## config.mk

```make
export PLATFORM = sky130hd
export DESIGN_NAME = morse_keyer_unit_flat
export DESIGN_NICKNAME = d
export VERILOG_FILES = /design/src/hdl/mk_pkg.sv /design/src/hdl/mk_channels.sv /design/src/hdl/mk_front.sv /design/src/hdl/mk_queue.sv /design/src/hdl/mk_back.sv /design/src/hdl/morse_keyer_unit.sv /design/src/flat_wrapper.sv
export SDC_FILE = /design/constraint.sdc
export NUM_CORES = 1
export LEC_CHECK = 0
export BUFFER_PORTS_ARGS = -buffer_cell sky130_fd_sc_hd__buf_2
export CAP_MARGIN = 5
export CORE_MARGIN = 8
export CORE_UTILIZATION = 66
export CTS_CLUSTER_SIZE = 12
export DETAILED_ROUTE_END_ITERATION = 16
export PLACE_DENSITY = 0.82
export SYNTH_ARGS = -nofsm -noshare
export SYNTH_HDL_FRONTEND = slang
export SYNTH_SLANG_ARGS = --single-unit
```

## constraint.sdc

```tcl
create_clock -name clk -period 5.4 [get_ports clk]
set_input_delay 1.08 -clock clk [delete_from_list [all_inputs] [get_ports clk]]
set_output_delay 1.08 -clock clk [all_outputs]
set_load 0.1 [all_outputs]
```

## src/hdl/mk_pkg.sv

```systemverilog
// Shared types, constants, Morse tables and helpers of the Morse keyer.
`timescale 1ns / 1ps
package mk_pkg;

	// Time counter width and configuration register width
	localparam int TICK_W = 16;
	localparam int CFG_W  = 16;

	// Register indexes of the configuration port
	localparam int CFG_IDX_W = 2;
	localparam logic [CFG_IDX_W-1:0] REG_DOT  = 2'd0;
	localparam logic [CFG_IDX_W-1:0] REG_DASH = 2'd1;
	localparam logic [CFG_IDX_W-1:0] REG_GAP  = 2'd2;

	localparam logic [CFG_W-1:0] DOT_RESET  = 16'd200;
	localparam logic [CFG_W-1:0] DASH_RESET = 16'd600;
	localparam logic [CFG_W-1:0] GAP_RESET  = 16'd100;

	// Input opcodes
	localparam logic OP_CHAR = 1'b0;
	localparam logic OP_TICK = 1'b1;

	// Character codes
	localparam logic [7:0] CHAR_A      = 8'h41;
	localparam logic [7:0] CHAR_Z      = 8'h5A;
	localparam logic [7:0] CHAR_LA     = 8'h61;
	localparam logic [7:0] CHAR_LZ     = 8'h7A;
	localparam logic [7:0] CHAR_SPACE  = 8'h20;
	localparam logic [7:0] CASE_OFFSET = 8'd32;

	localparam int LETTER_COUNT = 26;
	localparam int LETTER_W     = 5;

	// Elements per letter, and element bits (bit 0 first, 1 = dash)
	localparam logic [2:0] MORSE_LEN [LETTER_COUNT] = '{
		3'd2, 3'd4, 3'd4, 3'd3, 3'd1, 3'd4, 3'd3, 3'd4, 3'd2, 3'd4, 3'd3, 3'd4, 3'd2,
		3'd2, 3'd3, 3'd4, 3'd4, 3'd3, 3'd3, 3'd1, 3'd3, 3'd4, 3'd3, 3'd4, 3'd4, 3'd4
	};
	localparam logic [3:0] MORSE_BITS [LETTER_COUNT] = '{
		4'h2, 4'h1, 4'h5, 4'h1, 4'h0, 4'h4, 4'h3, 4'h0, 4'h0, 4'hE, 4'h5, 4'h2, 4'h3,
		4'h1, 4'h7, 4'h6, 4'hB, 4'h2, 4'h0, 4'h1, 4'h4, 4'h8, 4'h6, 4'h9, 4'hD, 4'h3
	};

	// Queue between front and back
	localparam int QDEPTH = 2;
	localparam int QPTR_W = $clog2(QDEPTH);
	localparam int QCNT_W = QPTR_W + 1;

	typedef enum logic [1:0] {
		K_TICK,
		K_LETTER,
		K_SPACE,
		K_OTHER
	} cmd_kind_t;

	typedef struct packed {
		cmd_kind_t  kind;
		logic [3:0] pattern;
		logic [2:0] count;
	} mk_cmd_t;

	typedef enum logic [1:0] {
		PH_IDLE,
		PH_ON,
		PH_GAP
	} phase_t;

	// Zero counts as one tick; a value too large for the counter saturates
	function automatic logic [TICK_W-1:0] load_count(input logic [CFG_W-1:0] r);
		logic [CFG_W-1:0] v;
		v = (r == '0) ? CFG_W'(1) : r;
		if ((v >> TICK_W) != '0)
			return '1;
		return TICK_W'(v);
	endfunction

endpackage

```

## src/hdl/mk_channels.sv

```systemverilog
// Handshake channels of the Morse keyer: command input and result output.
`timescale 1ns / 1ps
interface mk_cmd_if;
	logic       valid;
	logic       ready;
	logic       opcode;
	logic [7:0] char_code;

	modport source (output valid, output opcode, output char_code, input ready);
	modport sink (input valid, input opcode, input char_code, output ready);
endinterface

interface mk_res_if;
	logic valid;
	logic ready;
	logic key_on;
	logic busy_res;
	logic dropped;

	modport source (output valid, output key_on, output busy_res, output dropped, input ready);
	modport sink (input valid, input key_on, input busy_res, input dropped, output ready);
endinterface

```

## src/hdl/mk_front.sv

```systemverilog
// Front end: takes commands and classifies characters into Morse element codes.
`timescale 1ns / 1ps
module mk_front import mk_pkg::*; (
	mk_cmd_if.sink  cmd,
	input  logic    q_full,
	output logic    push,
	output mk_cmd_t push_data
);

	logic [7:0]          upper;
	logic [LETTER_W-1:0] letter;

	assign cmd.ready = !q_full;
	assign push      = cmd.valid && !q_full;

	always_comb begin
		upper  = (cmd.char_code >= CHAR_LA && cmd.char_code <= CHAR_LZ) ?
			cmd.char_code - CASE_OFFSET : cmd.char_code;
		letter = LETTER_W'(upper - CHAR_A);
		push_data.pattern = '0;
		push_data.count   = '0;
		if (cmd.opcode == OP_TICK) begin
			push_data.kind = K_TICK;
		end else if (upper >= CHAR_A && upper <= CHAR_Z) begin
			push_data.kind    = K_LETTER;
			push_data.pattern = MORSE_BITS[letter];
			push_data.count   = MORSE_LEN[letter];
		end else if (upper == CHAR_SPACE) begin
			push_data.kind = K_SPACE;
		end else begin
			push_data.kind = K_OTHER;
		end
	end

endmodule

```

## src/hdl/mk_queue.sv

```systemverilog
// Short register queue between the front end and the sequencer.
`timescale 1ns / 1ps
module mk_queue import mk_pkg::*; (
	input  logic    clk,
	input  logic    arst_n,
	input  logic    push,
	input  mk_cmd_t push_data,
	output logic    full,
	input  logic    pop,
	output logic    head_valid,
	output mk_cmd_t head
);

	mk_cmd_t           entry_q [QDEPTH];
	logic [QPTR_W-1:0] wr_ptr_q;
	logic [QPTR_W-1:0] rd_ptr_q;
	logic [QCNT_W-1:0] count_q;

	assign full       = (count_q == QCNT_W'(QDEPTH));
	assign head_valid = (count_q != '0);
	assign head       = entry_q[rd_ptr_q];

	always_ff @(posedge clk) begin
		if (push)
			entry_q[wr_ptr_q] <= push_data;
	end

	always_ff @(posedge clk or negedge arst_n) begin
		if (!arst_n) begin
			wr_ptr_q <= '0;
			rd_ptr_q <= '0;
			count_q  <= '0;
		end else begin
			if (push)
				wr_ptr_q <= (wr_ptr_q == QPTR_W'(QDEPTH - 1)) ? '0 : wr_ptr_q + 1'b1;
			if (pop)
				rd_ptr_q <= (rd_ptr_q == QPTR_W'(QDEPTH - 1)) ? '0 : rd_ptr_q + 1'b1;
			if (push && !pop)
				count_q <= count_q + 1'b1;
			else if (pop && !push)
				count_q <= count_q - 1'b1;
		end
	end

endmodule

```

## src/hdl/mk_back.sv

```systemverilog
// Sequencer: keying state, timing registers and the result register.
`timescale 1ns / 1ps
module mk_back import mk_pkg::*; (
	input  logic                 clk,
	input  logic                 arst_n,
	input  logic                 head_valid,
	input  mk_cmd_t              head,
	output logic                 pop,
	mk_res_if.source             res,
	input  logic                 cfg_we,
	input  logic [CFG_IDX_W-1:0] cfg_index,
	input  logic [CFG_W-1:0]     cfg_data
);

	logic [CFG_W-1:0]  dot_q, dash_q, gap_q;
	logic [3:0]        pat_q, pat_n;
	logic [2:0]        left_q, left_n;
	phase_t            phase_q, phase_n;
	logic [TICK_W-1:0] time_q, time_n;
	logic [1:0]        trail_q, trail_n;
	logic              drop_n;
	logic              key_n, busy_n;
	logic              res_valid_q, res_key_q, res_busy_q, res_drop_q;

	assign pop          = head_valid && (!res_valid_q || res.ready);
	assign res.valid    = res_valid_q;
	assign res.key_on   = res_key_q;
	assign res.busy_res = res_busy_q;
	assign res.dropped  = res_drop_q;

	// Next state
	always_comb begin
		logic [3:0]        el_pat;
		logic [2:0]        el_left;
		logic              start_el;
		logic              start_gap;
		logic [TICK_W-1:0] t_dec;
		pat_n     = pat_q;
		left_n    = left_q;
		phase_n   = phase_q;
		time_n    = time_q;
		trail_n   = trail_q;
		drop_n    = 1'b0;
		el_pat    = pat_q;
		el_left   = left_q;
		start_el  = 1'b0;
		start_gap = 1'b0;
		t_dec     = (time_q != '0) ? time_q - 1'b1 : time_q;
		case (head.kind)
			K_TICK: begin
				if (phase_q != PH_IDLE) begin
					time_n = t_dec;
					if (t_dec == '0) begin
						if (phase_q == PH_ON) begin
							start_gap = 1'b1;
						end else if (left_q != '0) begin
							start_el = 1'b1;
						end else if (trail_q != '0) begin
							trail_n   = trail_q - 1'b1;
							start_gap = 1'b1;
						end else begin
							phase_n = PH_IDLE;
							time_n  = '0;
							pat_n   = '0;
						end
					end
				end
			end
			K_LETTER: begin
				if (phase_q == PH_IDLE) begin
					el_pat   = head.pattern;
					el_left  = head.count;
					trail_n  = 2'd1;
					start_el = 1'b1;
				end else begin
					drop_n = 1'b1;
				end
			end
			K_SPACE: begin
				if (phase_q == PH_IDLE) begin
					pat_n     = '0;
					left_n    = '0;
					trail_n   = 2'd0;
					start_gap = 1'b1;
				end else begin
					drop_n = 1'b1;
				end
			end
			default: begin
				if (phase_q == PH_IDLE) begin
					pat_n     = '0;
					left_n    = '0;
					trail_n   = 2'd1;
					start_gap = 1'b1;
				end else begin
					drop_n = 1'b1;
				end
			end
		endcase
		if (start_el) begin
			pat_n   = el_pat >> 1;
			left_n  = el_left - 1'b1;
			phase_n = PH_ON;
			time_n  = load_count(el_pat[0] ? dash_q : dot_q);
		end
		if (start_gap) begin
			phase_n = PH_GAP;
			time_n  = load_count(gap_q);
		end
	end

	// Result fields
	always_comb begin
		key_n  = (phase_n == PH_ON);
		busy_n = (phase_n != PH_IDLE);
	end

	always_ff @(posedge clk or negedge arst_n) begin
		if (!arst_n) begin
			dot_q  <= DOT_RESET;
			dash_q <= DASH_RESET;
			gap_q  <= GAP_RESET;
		end else if (cfg_we) begin
			case (cfg_index)
				REG_DOT:  dot_q  <= cfg_data;
				REG_DASH: dash_q <= cfg_data;
				REG_GAP:  gap_q  <= cfg_data;
				default: ;
			endcase
		end
	end

	always_ff @(posedge clk or negedge arst_n) begin
		if (!arst_n) begin
			pat_q       <= '0;
			left_q      <= '0;
			phase_q     <= PH_IDLE;
			time_q      <= '0;
			trail_q     <= '0;
			res_valid_q <= 1'b0;
		end else begin
			if (pop) begin
				pat_q   <= pat_n;
				left_q  <= left_n;
				phase_q <= phase_n;
				time_q  <= time_n;
				trail_q <= trail_n;
			end
			if (pop)
				res_valid_q <= 1'b1;
			else if (res.ready)
				res_valid_q <= 1'b0;
		end
	end

	always_ff @(posedge clk) begin
		if (pop) begin
			res_key_q  <= key_n;
			res_busy_q <= busy_n;
			res_drop_q <= drop_n;
		end
	end

endmodule

```

## src/hdl/morse_keyer_unit.sv

```systemverilog
// Top level of the Morse keyer: front end, command queue and sequencer.
//
//  channel  | dir | transfer carries                 | one per
//  ---------+-----+----------------------------------+--------------------------
//  cmd      | in  | opcode, char_code                | character or tick
//  res      | out | key_on, busy_res, dropped        | accepted command
//  cfg_*    | in  | cfg_index, cfg_data (write only) | register write
//
// One command per cycle sustained while res is not stalled; a command's result
// is registered once the sequencer pops it from the queue. The sequencer updates
// its state once per popped command, which sets that rate.
// A two-entry queue lets commands keep arriving while a result stalls on res.
// Reset clears the queue, the keying state and the result valid flag, and loads
// the timing registers with their defaults.
`timescale 1ns / 1ps
module morse_keyer_unit import mk_pkg::*; (
	input  logic                 clk,
	input  logic                 arst_n,
	mk_cmd_if.sink               cmd,
	mk_res_if.source             res,
	input  logic                 cfg_we,
	input  logic [CFG_IDX_W-1:0] cfg_index,
	input  logic [CFG_W-1:0]     cfg_data
);

	logic    push, q_full, pop, head_valid;
	mk_cmd_t push_data, head;

	mk_front u_front (
		.cmd       (cmd),
		.q_full    (q_full),
		.push      (push),
		.push_data (push_data)
	);

	mk_queue u_queue (
		.clk        (clk),
		.arst_n     (arst_n),
		.push       (push),
		.push_data  (push_data),
		.full       (q_full),
		.pop        (pop),
		.head_valid (head_valid),
		.head       (head)
	);

	mk_back u_back (
		.clk        (clk),
		.arst_n     (arst_n),
		.head_valid (head_valid),
		.head       (head),
		.pop        (pop),
		.res        (res),
		.cfg_we     (cfg_we),
		.cfg_index  (cfg_index),
		.cfg_data   (cfg_data)
	);

endmodule

```

## src/flat_wrapper.sv

```systemverilog
// flat-port wrapper written by rule: the top's interface ports become plain ports
module morse_keyer_unit_flat import mk_pkg::*;
  (clk, arst_n, cfg_we, cfg_index, cfg_data, cmd_valid, cmd_opcode, cmd_char_code, cmd_ready, res_valid, res_key_on, res_busy_res, res_dropped, res_ready);
  mk_cmd_if cmd_i ();
  mk_res_if res_i ();
  input  logic clk;
  input  logic arst_n;
  input  logic cfg_we;
  input  logic [CFG_IDX_W-1:0] cfg_index;
  input  logic [CFG_W-1:0] cfg_data;
  input wire logic [$bits(cmd_i.valid)-1:0] cmd_valid;
  input wire logic [$bits(cmd_i.opcode)-1:0] cmd_opcode;
  input wire logic [$bits(cmd_i.char_code)-1:0] cmd_char_code;
  output wire logic [$bits(cmd_i.ready)-1:0] cmd_ready;
  output wire logic [$bits(res_i.valid)-1:0] res_valid;
  output wire logic [$bits(res_i.key_on)-1:0] res_key_on;
  output wire logic [$bits(res_i.busy_res)-1:0] res_busy_res;
  output wire logic [$bits(res_i.dropped)-1:0] res_dropped;
  input wire logic [$bits(res_i.ready)-1:0] res_ready;
  assign cmd_i.valid = cmd_valid;
  assign cmd_i.opcode = cmd_opcode;
  assign cmd_i.char_code = cmd_char_code;
  assign cmd_ready = cmd_i.ready;
  assign res_valid = res_i.valid;
  assign res_key_on = res_i.key_on;
  assign res_busy_res = res_i.busy_res;
  assign res_dropped = res_i.dropped;
  assign res_i.ready = res_ready;
  morse_keyer_unit u_core (.clk(clk), .arst_n(arst_n), .cmd(cmd_i), .res(res_i), .cfg_we(cfg_we), .cfg_index(cfg_index), .cfg_data(cfg_data));
endmodule
```

==> impl_metrics.env, run 1 <==
export IMPL_skew_ps=20.1
export IMPL_numCtsBuffers=9
export IMPL_synthAdderAreaFrac=0.0270
export IMPL_top_layer="met4"
export IMPL_hp_class="reg2reg"
export IMPL_root_buffer="clkbuf_8"
export IMPL_final_nets=646
export IMPL_synth_xor_area_frac=0.0218
export IMPL_drt_drc_violations_left=0
export IMPL_clock_fmax_ghz=0.242
export IMPL_drv_cap=0
export IMPL_rsz0062_at_grt="no"
export IMPL_fin_util=0.707
export IMPL_io_pins=37
export IMPL_cts_tree="done"
export IMPL_grt_overflow_total=0
export IMPL_viasPerCell=6.53
export IMPL_antenna_found_initial=0
export IMPL_dieArea_um2=12400
export IMPL_drt_met1_wl_mm=6.24
export IMPL_postCtsSetupBuffers=0
export IMPL_period_needed_ps=4140
export IMPL_drt_first_pass_iters=5
export IMPL_finalSetupViolCount=0
export IMPL_core_um2=9060
export IMPL_cts_max_level=3
export IMPL_synthArstFlopShare=0.790
export IMPL_place_inst=701
export IMPL_synth_edff_count=21
export IMPL_dp_hpwl_mm=10.1
export IMPL_min_period_over_period=0.766
export IMPL_holdWs_ps=498
export IMPL_first_global_vias=4412
export IMPL_outcome="finished, final reports clean"
export IMPL_finalPower_mw=2.92
export IMPL_post_cts_resized=0
export IMPL_syn_nets=628
export IMPL_wl_met2_mm=6.27
export IMPL_wl_per_cell_um=18.8
export IMPL_yosys_area_share_simple=0.175
export IMPL_port_buffers=36
export IMPL_end_kind="flop"
export IMPL_initial_utilization=0.665
export IMPL_syn2layout_area_growth_pct=6.31
export IMPL_syn_avg_cell_area_um2=10.3
export IMPL_grt_pass1_wl_mm=22.4
export IMPL_synth_cell_type_count=69
export IMPL_fp_row_count=35
export IMPL_drive_above_1_share=0.221
export IMPL_wl_met3_um=781
export IMPL_tns_ps=0
export IMPL_synthesis_area_um2=6030
export IMPL_diodes=0
export IMPL_fillers=662
export IMPL_clk_latency_ps=370
export IMPL_fin_cells=717
export IMPL_synth_compound_area_frac=0.130
export IMPL_gr_usage_all_layers=0.220
export IMPL_ant_nets=0
export IMPL_drt_iter0_drc=393
export IMPL_synthMuxAreaShare=0.174
export IMPL_synthCells=583
export IMPL_power_static_leakage_nw=2.69
export IMPL_place_gp_congestion=1.01
export IMPL_power_density_nw_per_um2=456
export IMPL_hold_violations=0
export IMPL_grt_max_degree=80
export IMPL_wirelength_mm=13.5
export IMPL_clk_pin_slew_ps=100
export IMPL_final_common_cell="dfrtp_1"
export IMPL_worstMarginPinSlew_ps=975
export IMPL_critPathLaunchType="flop"
export IMPL_holdBufCountCts=0
export IMPL_synth_top_family_by_area="simple AND/OR/NAND/NOR gates"
export IMPL_die_height_um=112
export IMPL_slew_headroom=0.350
export IMPL_cts_buffer_depth=2
export IMPL_final_cell_mix="dfrtp_1 (69), mux2_2 (54), nor2_1 (53), nand2_1 (48), mux2i_1 (44)"
export IMPL_synth_seq_cells=100
export IMPL_vias=4682
export IMPL_die_w_um=112
export IMPL_cp_max_fo=15
export IMPL_cts_sinks=100
export IMPL_ir_worst_vdd_mv=0.244
export IMPL_synth_seq_area_share=0.435
export IMPL_crit_type="reg2reg"
export IMPL_final_max_slew_violation_count=0
export IMPL_ys_warn_count=0
export IMPL_synth_main_ff_cell="dfrtp_1"
export IMPL_critPathArrivalTime_ps=4390
export IMPL_crit_required_ps=5650
-- where the power goes --
group	total, mW	switching (mW)	internal, mW	leakage [nW]
Combinational	1.22	0.733	0.486	1.44
Sequential	1.21	0.233	0.979	1.14
Clock	0.488	0.279	0.209	0.108
Total	2.92	1.25	1.67	2.69
-- worst paths after layout --
kind | start | end | slack, ps | depth (start not counted)
hold / removal | u_core.u_queue.wr_ptr_q$_DFFE_PN0P_ | u_core.u_queue.wr_ptr_q$_DFFE_PN0P_ | 500 | 1
min in group asynchronous | arst_n | u_core.u_back.trail_q[1]$_DFFE_PN0P_ | 830 | 1
hold reg to reg | u_core.u_queue.wr_ptr_q$_DFFE_PN0P_ | u_core.u_queue.wr_ptr_q$_DFFE_PN0P_ | 500 | 1
max in group asynchronous | arst_n | u_core.u_back.gap_q[11]$_DFFE_PN0P_ | 3910 | 1
setup reg to reg | u_core.u_back.time_q[0]$_DFFE_PN0P_ | u_core.u_back.time_q[13]$_DFFE_PN0P_ | 1260 | 10
setup / recovery | u_core.u_back.time_q[0]$_DFFE_PN0P_ | u_core.u_back.time_q[13]$_DFFE_PN0P_ | 1260 | 10
-- final cells by class --
type,count,area (µm²),share of cell area
Timing Repair Buffer,38,198,0.0309
Clock buffer,10,149,0.0232
Tap cell,111,139,0.0217
Inverter,16,60.1,0.00937
Sequential cell,100,2620,0.409
Multi-Input combinational cell,436,3180,0.497
Clock inverter,6,60.1,0.00937
-- state kept, by name, summed over array words and instances, names as in the netlist, 2 cells and up --
| name | flops |
|---|---|
| u_core.u_queue.count_q | 2 |
| u_core.u_back.phase_q | 2 |
| u_core.u_queue.entry_q | 18 |
| u_core.u_back.gap_q | 16 |
| u_core.u_back.pat_q | 3 |
| u_core.u_back.dot_q | 16 |
| u_core.u_back.dash_q | 16 |
| u_core.u_back.trail_q | 2 |
| u_core.u_back.time_q | 16 |
| u_core.u_back.left_q | 3 |
-- synth_stat cells, types with 7 or more instances --
cell type  count  share of area
nor3_1        17          0.014
a21oi_1       24          0.020
nor2_1        53          0.033
nand3_1       13          0.011
xnor2_1       10          0.015
nand4_1        7         0.0073
ha_1          13          0.027
mux2_2        54           0.10
o21ai_0       21          0.017
dfstp_2       10          0.044
clkbuf_1      21          0.013
nor4_1        14          0.015
mux2i_1       44          0.073
edfxtp_1      21           0.10
dfrtp_1       69           0.29
a221o_1       13          0.022
inv_1         16          0.010
and2_1         7         0.0073
nand2_1       48          0.030
-- worst max-delay path: stages (launching register included) --
cell	delay [ps]
dfrtp_1	450
inv_1	120
ha_1	290
nor3b_1	290
nand4_1	390
a32oi_1	550
nand4_1	220
nor4_4	290
or2_1	690
mux2_2	410
a221o_1	320
-- routing by layer --
metal  track usage  vias up
met3        0.0482       23
met5             0        -
li1              -     2201
met2         0.339      156
met4        0.0602        0
met1         0.304     2302
-- cell families after synthesis --
group | Yosys count
buf+inv | 47
mux | 98
xor+xnor | 15
simple gates | 200
flops | 100
fa+ha+maj | 13
compound gates | 110
-- per-stage QoR --
step                      setup WS (ps)  instance area (µm²)
final                              1260                 6410
after global placement             1450                 6200
after detailed placement           1350                 6200
after CTS                          1320                 6410
after floorplan                    2150                 6030
after global routing                950                 6410
Power figures use the tool's default switching activity.
==> run 2: changes to the inputs <==
CORE_UTILIZATION = 56   (was 66)
PLACE_DENSITY = 0.73   (was 0.82)
clock period = 3.35 ns   (was 5.4 ns; I/O delays follow)
==> run 2 against run 1 <==
Compared with the run above:
- hold slack worse by 47 ps
- register-to-register slack worse by 1100 ps
- design area is 5.3% higher
- sequential cell count stayed put
- sequential power is 56% higher
- utilization is 7.4 points lower
- sequential share of layout area is 2.0 points lower
- clock power is 69% higher
- wire length is 6.7% higher
- critical path type unchanged
- critical endpoint unchanged
- largest power group unchanged
==> impl_metrics.env, run 2 (same netlist as run 1, synthesis figures left out) <==
export IMPL_outcome="finished, final reports clean"
export IMPL_cp_max_fo=7
export IMPL_power_static_leakage_nw=2.87
export IMPL_drt_first_pass_iters=5
export IMPL_top_register="u_core.u_queue.entry_q"
export IMPL_pre_cts_ws_ps=149
export IMPL_crit_path_top_delay_cell="dfrtp_1"
export IMPL_swShare=0.417
export IMPL_place_inst=764
export IMPL_fin_cells=781
export IMPL_diodes=0
export IMPL_cpPeakStageDelay_ps=450
export IMPL_fp_row_count=38
export IMPL_drt_drc_violations_left=0
export IMPL_wl_per_cell_um=18.4
export IMPL_grt_max_degree=80
export IMPL_fin_ws_ps=173
export IMPL_min_period_over_period=0.949
export IMPL_cp_buffers_inverters=1
export IMPL_worstMarginPinSlew_ps=1000
export IMPL_die_w_um=120
export IMPL_hp_class="in2async"
export IMPL_skew_ps=12.9
export IMPL_cp_top_family="simple AND/OR/NAND/NOR gates"
export IMPL_cts_max_level=3
export IMPL_power_density_nw_per_um2=749
export IMPL_largest_reg_flops=18
export IMPL_end_kind="flop"
export IMPL_grt_overflow_total=0
export IMPL_finalSetupViolCount=0
export IMPL_wirelength_mm=14.4
export IMPL_antenna_found_initial=0
export IMPL_drt_iter0_drc=388
export IMPL_crit_path_cell_trace="inv_1 -> ha_1 -> or3b_4 -> o41a_1 -> a211oi_2 -> nand4_2 -> nor4_4 -> or2_1 -> mux2_2 -> a221o_1"
export IMPL_numCtsBuffers=9
export IMPL_crit_type="reg2reg"
export IMPL_root_buffer="clkbuf_8"
export IMPL_clk_latency_ps=380
export IMPL_core_um2=10700
export IMPL_initial_utilization=0.566
export IMPL_period_needed_ps=3180
export IMPL_first_global_vias=4719
export IMPL_pwr_share_seq=0.375
export IMPL_holdBufCountCts=0
export IMPL_cts_buffer_depth=2
export IMPL_tns_ps=0
export IMPL_place_gp_congestion=0.936
export IMPL_rsz0062_at_grt="no"
export IMPL_die_height_um=120
export IMPL_io_pins=37
export IMPL_clkPwrFrac=0.163
export IMPL_crit_required_ps=3610
export IMPL_gr_usage_all_layers=0.204
export IMPL_final_cell_mix="dfrtp_1 (69), mux2_2 (54), nor2_1 (53), nand2_1 (48), mux2i_1 (44)"
export IMPL_critPathLaunchType="flop"
export IMPL_ant_nets=0
export IMPL_hold_violations=0
export IMPL_clock_fmax_ghz=0.315
export IMPL_internal_power_mw=2.94
export IMPL_cts_sinks=100
export IMPL_finalPower_mw=5.05
export IMPL_drv_cap=0
export IMPL_pwr_share_comb=0.462
export IMPL_critPathArrivalTime_ps=3430
export IMPL_grt_pass1_wl_mm=23.8
export IMPL_ir_worst_vdd_mv=0.488
export IMPL_syn2layout_area_growth_pct=11.9
export IMPL_cts_tree="done"
export IMPL_port_buffers=36
export IMPL_drive_above_1_share=0.270
export IMPL_fin_util=0.633
export IMPL_final_max_slew_violation_count=0
export IMPL_viasPerCell=6.09
export IMPL_final_common_cell="dfrtp_1"
export IMPL_switchingPower_mw=2.11
export IMPL_clk_pin_slew_ps=110
export IMPL_dp_hpwl_mm=10.8
export IMPL_vias=4760
export IMPL_dieArea_um2=14300
export IMPL_slew_headroom=0.330
export IMPL_final_nets=681
[run 2: cell count changes in the layout (fill, tap and decap cells not counted), sizes merged]
cell and delta:
clkbuf -1, bufinv +1, clkinvlp +1, clkinv -1, buf +35
[run 2: worst register-to-register path: stages, from the launching register on]
cell and delay (ps):
dfrtp_1 450, inv_1 80, ha_1 170, or3b_4 420, o41a_1 370, a211oi_2 190, nand4_2 220, nor4_4 290
or2_1 190, mux2_2 350, a221o_1 320
[run 2: final timing paths]
| check | slack, ps | from | depth (start not counted) | endpoint |
|---|---|---|---|---|
| min in group clk | 500 | u_core.u_queue.wr_ptr_q$_DFFE_PN0P_ | 1 | u_core.u_queue.wr_ptr_q$_DFFE_PN0P_ |
| worst max register to register | 170 | u_core.u_back.time_q[1]$_DFFE_PN0P_ | 10 | u_core.u_back.time_q[13]$_DFFE_PN0P_ |
| max in group asynchronous | 2260 | arst_n | 1 | u_core.u_back.dash_q[13]$_DFFE_PN0P_ |
| worst min-delay path | 450 | arst_n | 1 | u_core.u_queue.wr_ptr_q$_DFFE_PN0P_ |
| worst min register to register | 500 | u_core.u_queue.wr_ptr_q$_DFFE_PN0P_ | 1 | u_core.u_queue.wr_ptr_q$_DFFE_PN0P_ |
| worst max-delay path | 170 | u_core.u_back.time_q[1]$_DFFE_PN0P_ | 10 | u_core.u_back.time_q[13]$_DFFE_PN0P_ |
[run 2: repair_timing]
item | CTS | global route
buffers inserted | 0 | 1
endpoints found under the setup margin | 0 | 23
gates resized for setup | 0 | 6
hold endpoints to repair | 0 | 0
[run 2: area by class of cell]
class / instances / area, µm²
fill: 881 / 3910
tap: 140 / 175
multi-input combinational: 436 / 3210
clock inverter: 7 / 91.3
clock buffer: 9 / 124
sequential: 100 / 2620
timing repair buffer: 73 / 464
inverter: 16 / 60.1
[run 2: power by group through the flow]
stage               logic, mW  clock network, mW  registers, mW
CTS                      2.27              0.835           1.88
finish                   2.33              0.824           1.89
global route             2.55              0.881           1.93
floorplan                1.57                  0           1.88
detailed placement       2.26                  0           1.90
global placement         2.22                  0           1.89
[run 2: routing by layer]
layer,GRT usage,share of wire
met1,0.279,0.47
met2,0.325,0.47
met3,0.0315,0.038
met4,0.0679,0.020
met5,0,0
[run 2: stage by stage]
step	instance area, µm²	hold WS, ps
6_report	6740	452
5_1_grt	6740	521
4_1_cts	6710	490
3_5_place_dp	6490	480
3_3_place_gp	6490	474
2_1_floorplan	6030	374
